[config.mk]
export PLATFORM = sky130hd
export DESIGN_NAME = station_mac_table
export DESIGN_NICKNAME = d
export VERILOG_FILES = /design/src/rtl/core/smt_pkg.sv /design/src/rtl/core/station_mac_table.sv /design/src/rtl/core/smt_cell.sv /design/src/rtl/core/smt_pick.sv
export VERILOG_INCLUDE_DIRS = /design/src /design/src/rtl/core
export SDC_FILE = /design/constraint.sdc
export NUM_CORES = 2
export LEC_CHECK = 0
export BUFFER_PORTS_ARGS = -buffer_cell sky130_fd_sc_hd__buf_2
export CAP_MARGIN = 25
export CORE_MARGIN = 1
export CORE_UTILIZATION = 45
export CTS_CLUSTER_SIZE = 16
export DETAILED_ROUTE_END_ITERATION = 6
export GPL_TIMING_DRIVEN = 0
export PLACE_DENSITY_LB_ADDON = 0.08
export SYNTH_ARGS = -nofsm -noshare
export SYNTH_HDL_FRONTEND = slang
export SYNTH_SLANG_ARGS = --single-unit
[constraint.sdc]
create_clock -name clock -period 13 [get_ports clock]
set_clock_uncertainty 0.15 [all_clocks]
set_input_delay 1.95 -clock clock [delete_from_list [all_inputs] [get_ports clock]]
set_output_delay 1.95 -clock clock [all_outputs]
set_load 0.01 [all_outputs]
[src/rtl/core/station_mac_table_assert.svh]
// assertion macros shared by the station table rtl
// expects signals named clock and reset in the scope of each use
`ifndef STATION_MAC_TABLE_ASSERT_SVH
`define STATION_MAC_TABLE_ASSERT_SVH
`ifndef ASSERT_OFF
// checked property, disabled while reset is high
`define SMT_ASSERT(lbl, prop, msg) \
   lbl: assert property (@(posedge clock) disable iff (reset) prop) else $error(msg);
// checked property, also watched during reset
`define SMT_ASSERT_ALWAYS(lbl, prop, msg) \
   lbl: assert property (@(posedge clock) prop) else $error(msg);
`else
`define SMT_ASSERT(lbl, prop, msg)
`define SMT_ASSERT_ALWAYS(lbl, prop, msg)
`endif
`endif

[src/rtl/core/smt_pkg.sv]
// shared types and codes for the station mac table
// no dependencies
package smt_pkg;

   localparam int TABLE_ENTRIES = 32;

   // function codes
   localparam logic [2:0] FN_ADD     = 3'd0;
   localparam logic [2:0] FN_LOOKUP  = 3'd1;
   localparam logic [2:0] FN_DEL_STA = 3'd2;
   localparam logic [2:0] FN_DEL_EXT = 3'd3;
   localparam logic [2:0] FN_CLEAR   = 3'd4;

   // status codes
   localparam logic [1:0] STS_OK        = 2'd0;
   localparam logic [1:0] STS_NOT_FOUND = 2'd1;
   localparam logic [1:0] STS_FULL      = 2'd2;

   typedef struct packed {
      logic [2:0]  func;
      logic [47:0] station_mac;
      logic [47:0] extender_mac;
      logic [7:0]  connection_type;
   } req_type;

   typedef struct packed {
      logic [1:0] status;
      logic       found;
   } rsp_type;

   // per-cell update strobes
   typedef struct packed {
      logic write;
      logic kill;
   } cell_ctl_type;

   // per-cell registered compare flags
   typedef struct packed {
      logic valid;
      logic sta_hit;
      logic ext_hit;
      logic pair_hit;
   } cell_stat_type;

   typedef enum logic [1:0] {
      S_IDLE,
      S_CMP,
      S_APPLY
   } state_type;

endpackage

[src/rtl/core/station_mac_table.sv]
// top level of the station mac table: control sequencer, row of cells, result register
// depends on smt_pkg, smt_cell, smt_pick and the assertion header
//
//   channel  direction  handshake              payload
//   req      in         req_valid / req_ready  req_data  (func, station_mac, extender_mac, type)
//   rsp      out        rsp_valid / rsp_ready  rsp_data  (status, found)
//
// each item passes through accept, compare in every cell, apply and register the result
// the item rate is set by the sequencer, one item in flight through the row of cells
// reset empties the table at once by clearing all valid bits; no sweep is needed
// a result waiting on rsp does not block accepting the next item; only its apply
// cycle waits until the result register is free
`include "station_mac_table_assert.svh"
module station_mac_table (
   input  logic             clock,
   input  logic             reset,
   input  logic             req_valid,
   output logic             req_ready,
   input  smt_pkg::req_type req_data,
   output logic             rsp_valid,
   input  logic             rsp_ready,
   output smt_pkg::rsp_type rsp_data
);
   import smt_pkg::*;

   state_type state_ff, state_in;
   req_type   cmd_ff;
   logic      rsp_valid_ff;
   rsp_type   rsp_data_ff;
   rsp_type   result;
   logic      apply_go, apply_en;

   cell_stat_type [TABLE_ENTRIES-1:0] stat;
   cell_ctl_type  [TABLE_ENTRIES-1:0] ctl;

   assign apply_go = !rsp_valid_ff || rsp_ready;

   // next state
   always_comb begin
      state_in = state_ff;
      case (state_ff)
         S_IDLE:  if (req_valid) state_in = S_CMP;
         S_CMP:   state_in = S_APPLY;
         S_APPLY: if (apply_go) state_in = S_IDLE;
         default: state_in = S_IDLE;
      endcase
   end

   // sequencer outputs
   always_comb begin
      req_ready = 1'b0;
      apply_en  = 1'b0;
      case (state_ff)
         S_IDLE:  req_ready = 1'b1;
         S_CMP:   req_ready = 1'b0;
         S_APPLY: apply_en  = apply_go;
         default: req_ready = 1'b0;
      endcase
   end

   always_ff @(posedge clock) begin
      if (reset) begin
         state_ff <= S_IDLE;
      end else begin
         state_ff <= state_in;
      end
   end

   // command broadcast register
   always_ff @(posedge clock) begin
      if (req_valid && req_ready) begin
         cmd_ff <= req_data;
      end
   end

   // row of table cells
   for (genvar g = 0; g < TABLE_ENTRIES; g++) begin : g_cell
      smt_cell u_cell (
         .clock (clock),
         .reset (reset),
         .cmd   (cmd_ff),
         .ctl   (ctl[g]),
         .stat  (stat[g])
      );
   end

   smt_pick u_pick (
      .clock    (clock),
      .reset    (reset),
      .func     (cmd_ff.func),
      .apply_en (apply_en),
      .stat     (stat),
      .ctl      (ctl),
      .result   (result)
   );

   // result beat register
   always_ff @(posedge clock) begin
      if (reset) begin
         rsp_valid_ff <= 1'b0;
      end else if (apply_en) begin
         rsp_valid_ff <= 1'b1;
      end else if (rsp_ready) begin
         rsp_valid_ff <= 1'b0;
      end
   end

   always_ff @(posedge clock) begin
      if (apply_en) begin
         rsp_data_ff <= result;
      end
   end

   assign rsp_valid = rsp_valid_ff;
   assign rsp_data  = rsp_data_ff;

   `SMT_ASSERT(a_apply_rsp, apply_en |=> rsp_valid, "applied item gave no result beat")
   `SMT_ASSERT(a_found_ok, rsp_valid |-> !(rsp_data.found && rsp_data.status != STS_OK), "found with bad status")
   `SMT_ASSERT(a_accept_cmp, (req_valid && req_ready) |=> state_ff == S_CMP, "accepted beat not compared")

endmodule

[src/rtl/core/smt_cell.sv]
// one table entry with its own comparators and registered hit flags
// depends on smt_pkg
module smt_cell (
   input  logic                 clock,
   input  logic                 reset,
   input  smt_pkg::req_type     cmd,
   input  smt_pkg::cell_ctl_type ctl,
   output smt_pkg::cell_stat_type stat
);
   import smt_pkg::*;

   logic        valid_ff;
   logic [47:0] sta_ff;
   logic [47:0] ext_ff;
   logic [7:0]  ctype_ff;
   logic        sta_hit_ff, ext_hit_ff, pair_hit_ff;
   logic        sta_hit_in, ext_hit_in;

   // entry valid bit
   always_ff @(posedge clock) begin
      if (reset) begin
         valid_ff <= 1'b0;
      end else if (ctl.write) begin
         valid_ff <= 1'b1;
      end else if (ctl.kill) begin
         valid_ff <= 1'b0;
      end
   end

   // entry payload, loaded on write
   always_ff @(posedge clock) begin
      if (ctl.write) begin
         sta_ff   <= cmd.station_mac;
         ext_ff   <= cmd.extender_mac;
         ctype_ff <= cmd.connection_type;
      end
   end

   // key compares against the broadcast command
   assign sta_hit_in = valid_ff && (sta_ff == cmd.station_mac);
   assign ext_hit_in = valid_ff && (ext_ff == cmd.extender_mac);

   always_ff @(posedge clock) begin
      sta_hit_ff  <= sta_hit_in;
      ext_hit_ff  <= ext_hit_in;
      pair_hit_ff <= sta_hit_in && ext_hit_in;
   end

   assign stat.valid    = valid_ff;
   assign stat.sta_hit  = sta_hit_ff;
   assign stat.ext_hit  = ext_hit_ff;
   assign stat.pair_hit = pair_hit_ff;

endmodule

[src/rtl/core/smt_pick.sv]
// reduces the cell flags, picks the lowest free cell and builds the result
// depends on smt_pkg and the assertion header
`include "station_mac_table_assert.svh"
module smt_pick (
   input  logic                                          clock,
   input  logic                                          reset,
   input  logic [2:0]                                    func,
   input  logic                                          apply_en,
   input  smt_pkg::cell_stat_type [smt_pkg::TABLE_ENTRIES-1:0] stat,
   output smt_pkg::cell_ctl_type  [smt_pkg::TABLE_ENTRIES-1:0] ctl,
   output smt_pkg::rsp_type                              result
);
   import smt_pkg::*;

   logic [TABLE_ENTRIES-1:0] valid_vec, sta_vec, ext_vec, pair_vec;
   logic [TABLE_ENTRIES-1:0] free_vec, grant_vec;
   logic [TABLE_ENTRIES-1:0] write_vec, kill_vec;

   // gather flags from the row of cells
   always_comb begin
      for (int i = 0; i < TABLE_ENTRIES; i++) begin
         valid_vec[i] = stat[i].valid;
         sta_vec[i]   = stat[i].sta_hit;
         ext_vec[i]   = stat[i].ext_hit;
         pair_vec[i]  = stat[i].pair_hit;
      end
   end

   // lowest free cell as a one-hot grant
   assign free_vec  = ~valid_vec;
   assign grant_vec = free_vec & (~free_vec + {{(TABLE_ENTRIES-1){1'b0}}, 1'b1});

   // decode the function into strobes and result
   always_comb begin
      write_vec     = '0;
      kill_vec      = '0;
      result.status = STS_OK;
      result.found  = 1'b0;
      case (func)
         FN_ADD: begin
            if (|sta_vec) begin
               result.status = STS_OK;
            end else if (!(|free_vec)) begin
               result.status = STS_FULL;
            end else begin
               write_vec = grant_vec;
            end
         end
         FN_LOOKUP: begin
            result.found = |pair_vec;
         end
         FN_DEL_STA: begin
            kill_vec      = sta_vec;
            result.status = (|sta_vec) ? STS_OK : STS_NOT_FOUND;
         end
         FN_DEL_EXT: begin
            kill_vec      = ext_vec;
            result.status = (|ext_vec) ? STS_OK : STS_NOT_FOUND;
         end
         FN_CLEAR: begin
            kill_vec = '1;
         end
         default: begin
            result.status = STS_OK;
         end
      endcase
   end

   // strobes reach the cells only in the apply cycle
   always_comb begin
      for (int i = 0; i < TABLE_ENTRIES; i++) begin
         ctl[i].write = apply_en && write_vec[i];
         ctl[i].kill  = apply_en && kill_vec[i];
      end
   end

   `SMT_ASSERT_ALWAYS(a_grant_onehot, $onehot0(grant_vec), "more than one free cell granted")
   `SMT_ASSERT(a_write_free, (write_vec & valid_vec) == '0, "add targets an occupied cell")
   `SMT_ASSERT(a_strobe_apply, (|ctl) |-> apply_en, "cell strobe outside apply cycle")

endmodule

==> impl_results.md <==
- Depth of the worst register-to-register path: 7
- Clock-pin slew on the worst setup and hold paths: 0.06 ns
- Critical path endpoint category: flop
- Proportion of synthesized chip area in sequential cells: 71.7%
- Overall die width: 553 um
- Final #Nets: 9524
- Rows: 201
- DRC violations left: 0
- Synthesized cell area: 137000 sq um
- Cell type of the slowest stage on the worst timing path: nor4_1
- Synth Area in XOR/XNOR: 18.3%
- Met3 wirelength from detailed routing: 63.2 mm
- Antenna violations before repair: 67
- Kind of path behind the tightest hold check: flop to flop
- Top sig layer: met5
- Fin Setup TNS: 0 ns
- Total wire length after detailed routing: 591 mm
- Number of global-route vias before repair: 78300
- Number of buffers inserted during clock tree synthesis: 353
- Number of DRC markers in iteration 0: 14500
- Number of buffers added on ports: 106
- Simple-gate area share of the yosys netlist: 6.20%
- Logic gate share of total power: 8.9%
- Overall Global Routing Usage: 38.0%
- Wire length of the first global-routing pass: 761 mm
- Maximum net fanout on the critical path: 10
- Length of routed met2 wiring: 271 mm
- Status: complete, no violations
- Synth Area in Adders: 0%
- HPWL after detailed placement: 414 mm
- Height of the chip: 553 um
- Synth top area cells: edfxtp_1 (70%), xnor2_1 (12%), xor2_1 (6.8%)
- Placeable Area: 301000 sq um
- Hold-fix buffers, CTS: 0
- WHS Path Cells: 2
- Commonest cells after routing, fill and taps aside: edfxtp_1 (3174), xnor2_1 (1800), xor2_1 (1060)
- Mean cell area of the mapped netlist: 16.2 sq um
- First drt pass iteration count: 6
- Number of maximum-capacitance constraint violations: 0
- Launch instance of the worst min-delay path: state_ff[1]
- Post-detailed-route wirelength per cell: 43.2 um
- Nets in the synthesized netlist: 8566
- Largest net degree at the start of global routing: 57
- Worst Setup Start Kind: flop
- Total power density per cell area: 145 nW/um^2
- Syn. warnings: 0
- Area after DPL: 153000 sq um
- Cell breakdown of the critical path: clkbuf_1 -> buf_2 -> xnor2_1 -> nand4_1 -> nor4_1 -> nand4_1 -> nor4_1
- Area share of the largest cell type after synthesis: 69.7%
- Crit path setup slack, layout: 7.06 ns
- Fraction of final layout cells with drive strength greater than 1: 15.6%
- Buffer depth of the longest clock path: 4
- Vias per Instance: 6.24
- Worst hold-check slack: 0.418 ns
- Fmax: 0.168 GHz
- Final instance area: 164000 sq um
- Post-synth top flop: edfxtp_1
- Post-synth cell types: 66
- Proportion of power drawn by flip-flops and latches: 49.7%
- Dpl ws: 7.36 ns
- Clk sinks: 3305
- Critical register-to-register path startpoint: cmd_ff[21]
- Hold Path End: rsp_valid
- Final Setup Violations: 0
- Number of synthesized register bits: 3305
- Setup slack on the worst flop-to-flop path: 7.06 ns
- RSZ-0062 raised after global routing: false
- Final Slew Violations: 0
- Post-synthesis mux area share: 0%
- Async set-reset flop share out of synthesis: 0%
- Fraction of power spent switching nets: 24.7%
- Number of nets with antenna violations after routing: 0
- Combinational family with the most area after synthesis: XOR/XNOR gates
- Final Critical Period: 5.94 ns
- Int Power: 0.0179 W
- Count of mapped cells out of synthesis: 8455
- Critical path class: flop to flop
- Worst skew pair latency: 0.96 ns
- Root Driver: clkbuf_16
- Relative area change from synthesis to final layout: 19.9%
- Most frequent standard cell in the layout excluding fill and tap cells: edfxtp_1
- Leak: 52.6 nW
- Transition time of the tightest slew-check pin: 1.14 ns
- Total via count in the routed design: 85300
- Die outline area: 306000 sq um
- Maximum vdd ir drop: 0.126 mV
- Clock power share: 41.4%
- Fraction of the core area covered by cells at the end of the flow: 54.4%
- Initial Util: 45.4%
- Total count of hold-check failures in the final report: 0
- Delay of the slowest cell on the worst path: 0.96 ns
- Critical Path AT: 6.55 ns
- Reg-to-reg endpoint: g_cell[6].u_cell.pair_hit_ff
- Number of gates resized after CTS: 0
- Remaining global-route overflow: 0
- Final weighted congestion in routability-driven placement: 0.951
- Post-synthesis cell type with the largest combined area: edfxtp_1
- Sw power: 0.00586 W
- WL met1: 214 mm
- Post-route clock period utilization: 45.7%
- Number of enable flip-flop cells after synthesis: 3174
- Remaining max-slew budget at the tightest pin: 23.7%
- Setup Buffers After CTS: 0
- CTS tree: built
- Worst endpoint required time: 13.61 ns
- H-tree lvl count: 5
- Share of the synthesized area in compound gates (AO/OA/AOI/OAI): 1.82%
- Num ports: 116
## state kept, by name, indices dropped and copies added (netlist names)
signal,cells
g_cell.u_cell.pair_hit_ff,32
g_cell.u_cell.sta_ff,1536
g_cell.u_cell.ext_ff,1536
rsp_data,3
g_cell.u_cell.ext_hit_ff,32
cmd_ff,99
g_cell.u_cell.sta_hit_ff,32
rsp_valid,1
state_ff,2
g_cell.u_cell.valid_ff,32
## how the worst max path moves through the flow
stage,start,endpoint,slack [ns]
after floorplan,rsp_ready,g_cell[25].u_cell.ext_ff[0],0.51
after global placement,rsp_ready,g_cell[25].u_cell.sta_ff[22],-7.68
after detailed placement,cmd_ff[68],g_cell[25].u_cell.pair_hit_ff,7.36
after CTS,cmd_ff[68],g_cell[25].u_cell.pair_hit_ff,7.33
after global routing,cmd_ff[54],g_cell[6].u_cell.pair_hit_ff,7.35
final,cmd_ff[21],g_cell[6].u_cell.pair_hit_ff,7.06
## metal layers
layer  track usage (%)  vias up
met5                 0        -
met4              22.6       14
met3              7.14     1447
met2              60.2     6202
met1              48.9    44300
li1                  -    33300
## power by group through the flow
stage | Clock [W] | Sequential [W] | Combinational [W]
4_1_cts | 0.00984 | 0.0118 | 0.00205
3_3_place_gp | 0 | 0.0124 | 0.00134
5_1_grt | 0.0102 | 0.0118 | 0.00208
6_report | 0.00984 | 0.0118 | 0.00210
3_5_place_dp | 0 | 0.0120 | 0.00204
2_1_floorplan | 0 | 0.0120 | 0.000740
## per-stage QoR
| stage | power, W | std cells |
|---|---|---|
| floorplan | 0.0128 | 8455 |
| global placement | 0.0138 | 12500 |
| detailed placement | 0.0141 | 13000 |
| CTS | 0.0237 | 13600 |
| global route | 0.0241 | 13700 |
| finish | 0.0238 | 13700 |
## area by class of cell
class,count,area [sq um]
clock buffer,457,9480
buffer,424,2240
clock inverter,173,1420
sequential,3305,97900
antenna,21,52.6
fill,23900,137000
multi-input combinational,4597,36300
inverter,129,484
tap,3958,4950
timing repair buffer,603,11000
## synth_stat cells (all sizes together) (62+ instances only)
library cell and instances:
edfxtp 3174, xnor2 1800, xor2 1060, nand4 483, nor4 391, buf 362
dfxtp 131, inv 127, nand3 96, nor3 96, nand2b 78, nand2 75
nor2 74, clkbuf 62
## cells by family (layout without fill, tap and decap cells)
kind of cell	after synthesis	in the layout
buffers and inverters	553	1786
AOI/OAI and AO/OA	338	338
other	0	21
and+or+nand+nor	1399	1399
DFF	3305	3305
xor gates and xnor gates	2860	2860
## critical path: cells and delay by family (launching register included)
family / cells / cell delay (ns)
AND/OR/NAND/NOR: 4 / 2.73
buffers and inverters: 2 / 1.74
XOR/XNOR: 1 / 0.19
flip-flops: 1 / 0.88
Power figures use the tool's default switching activity.
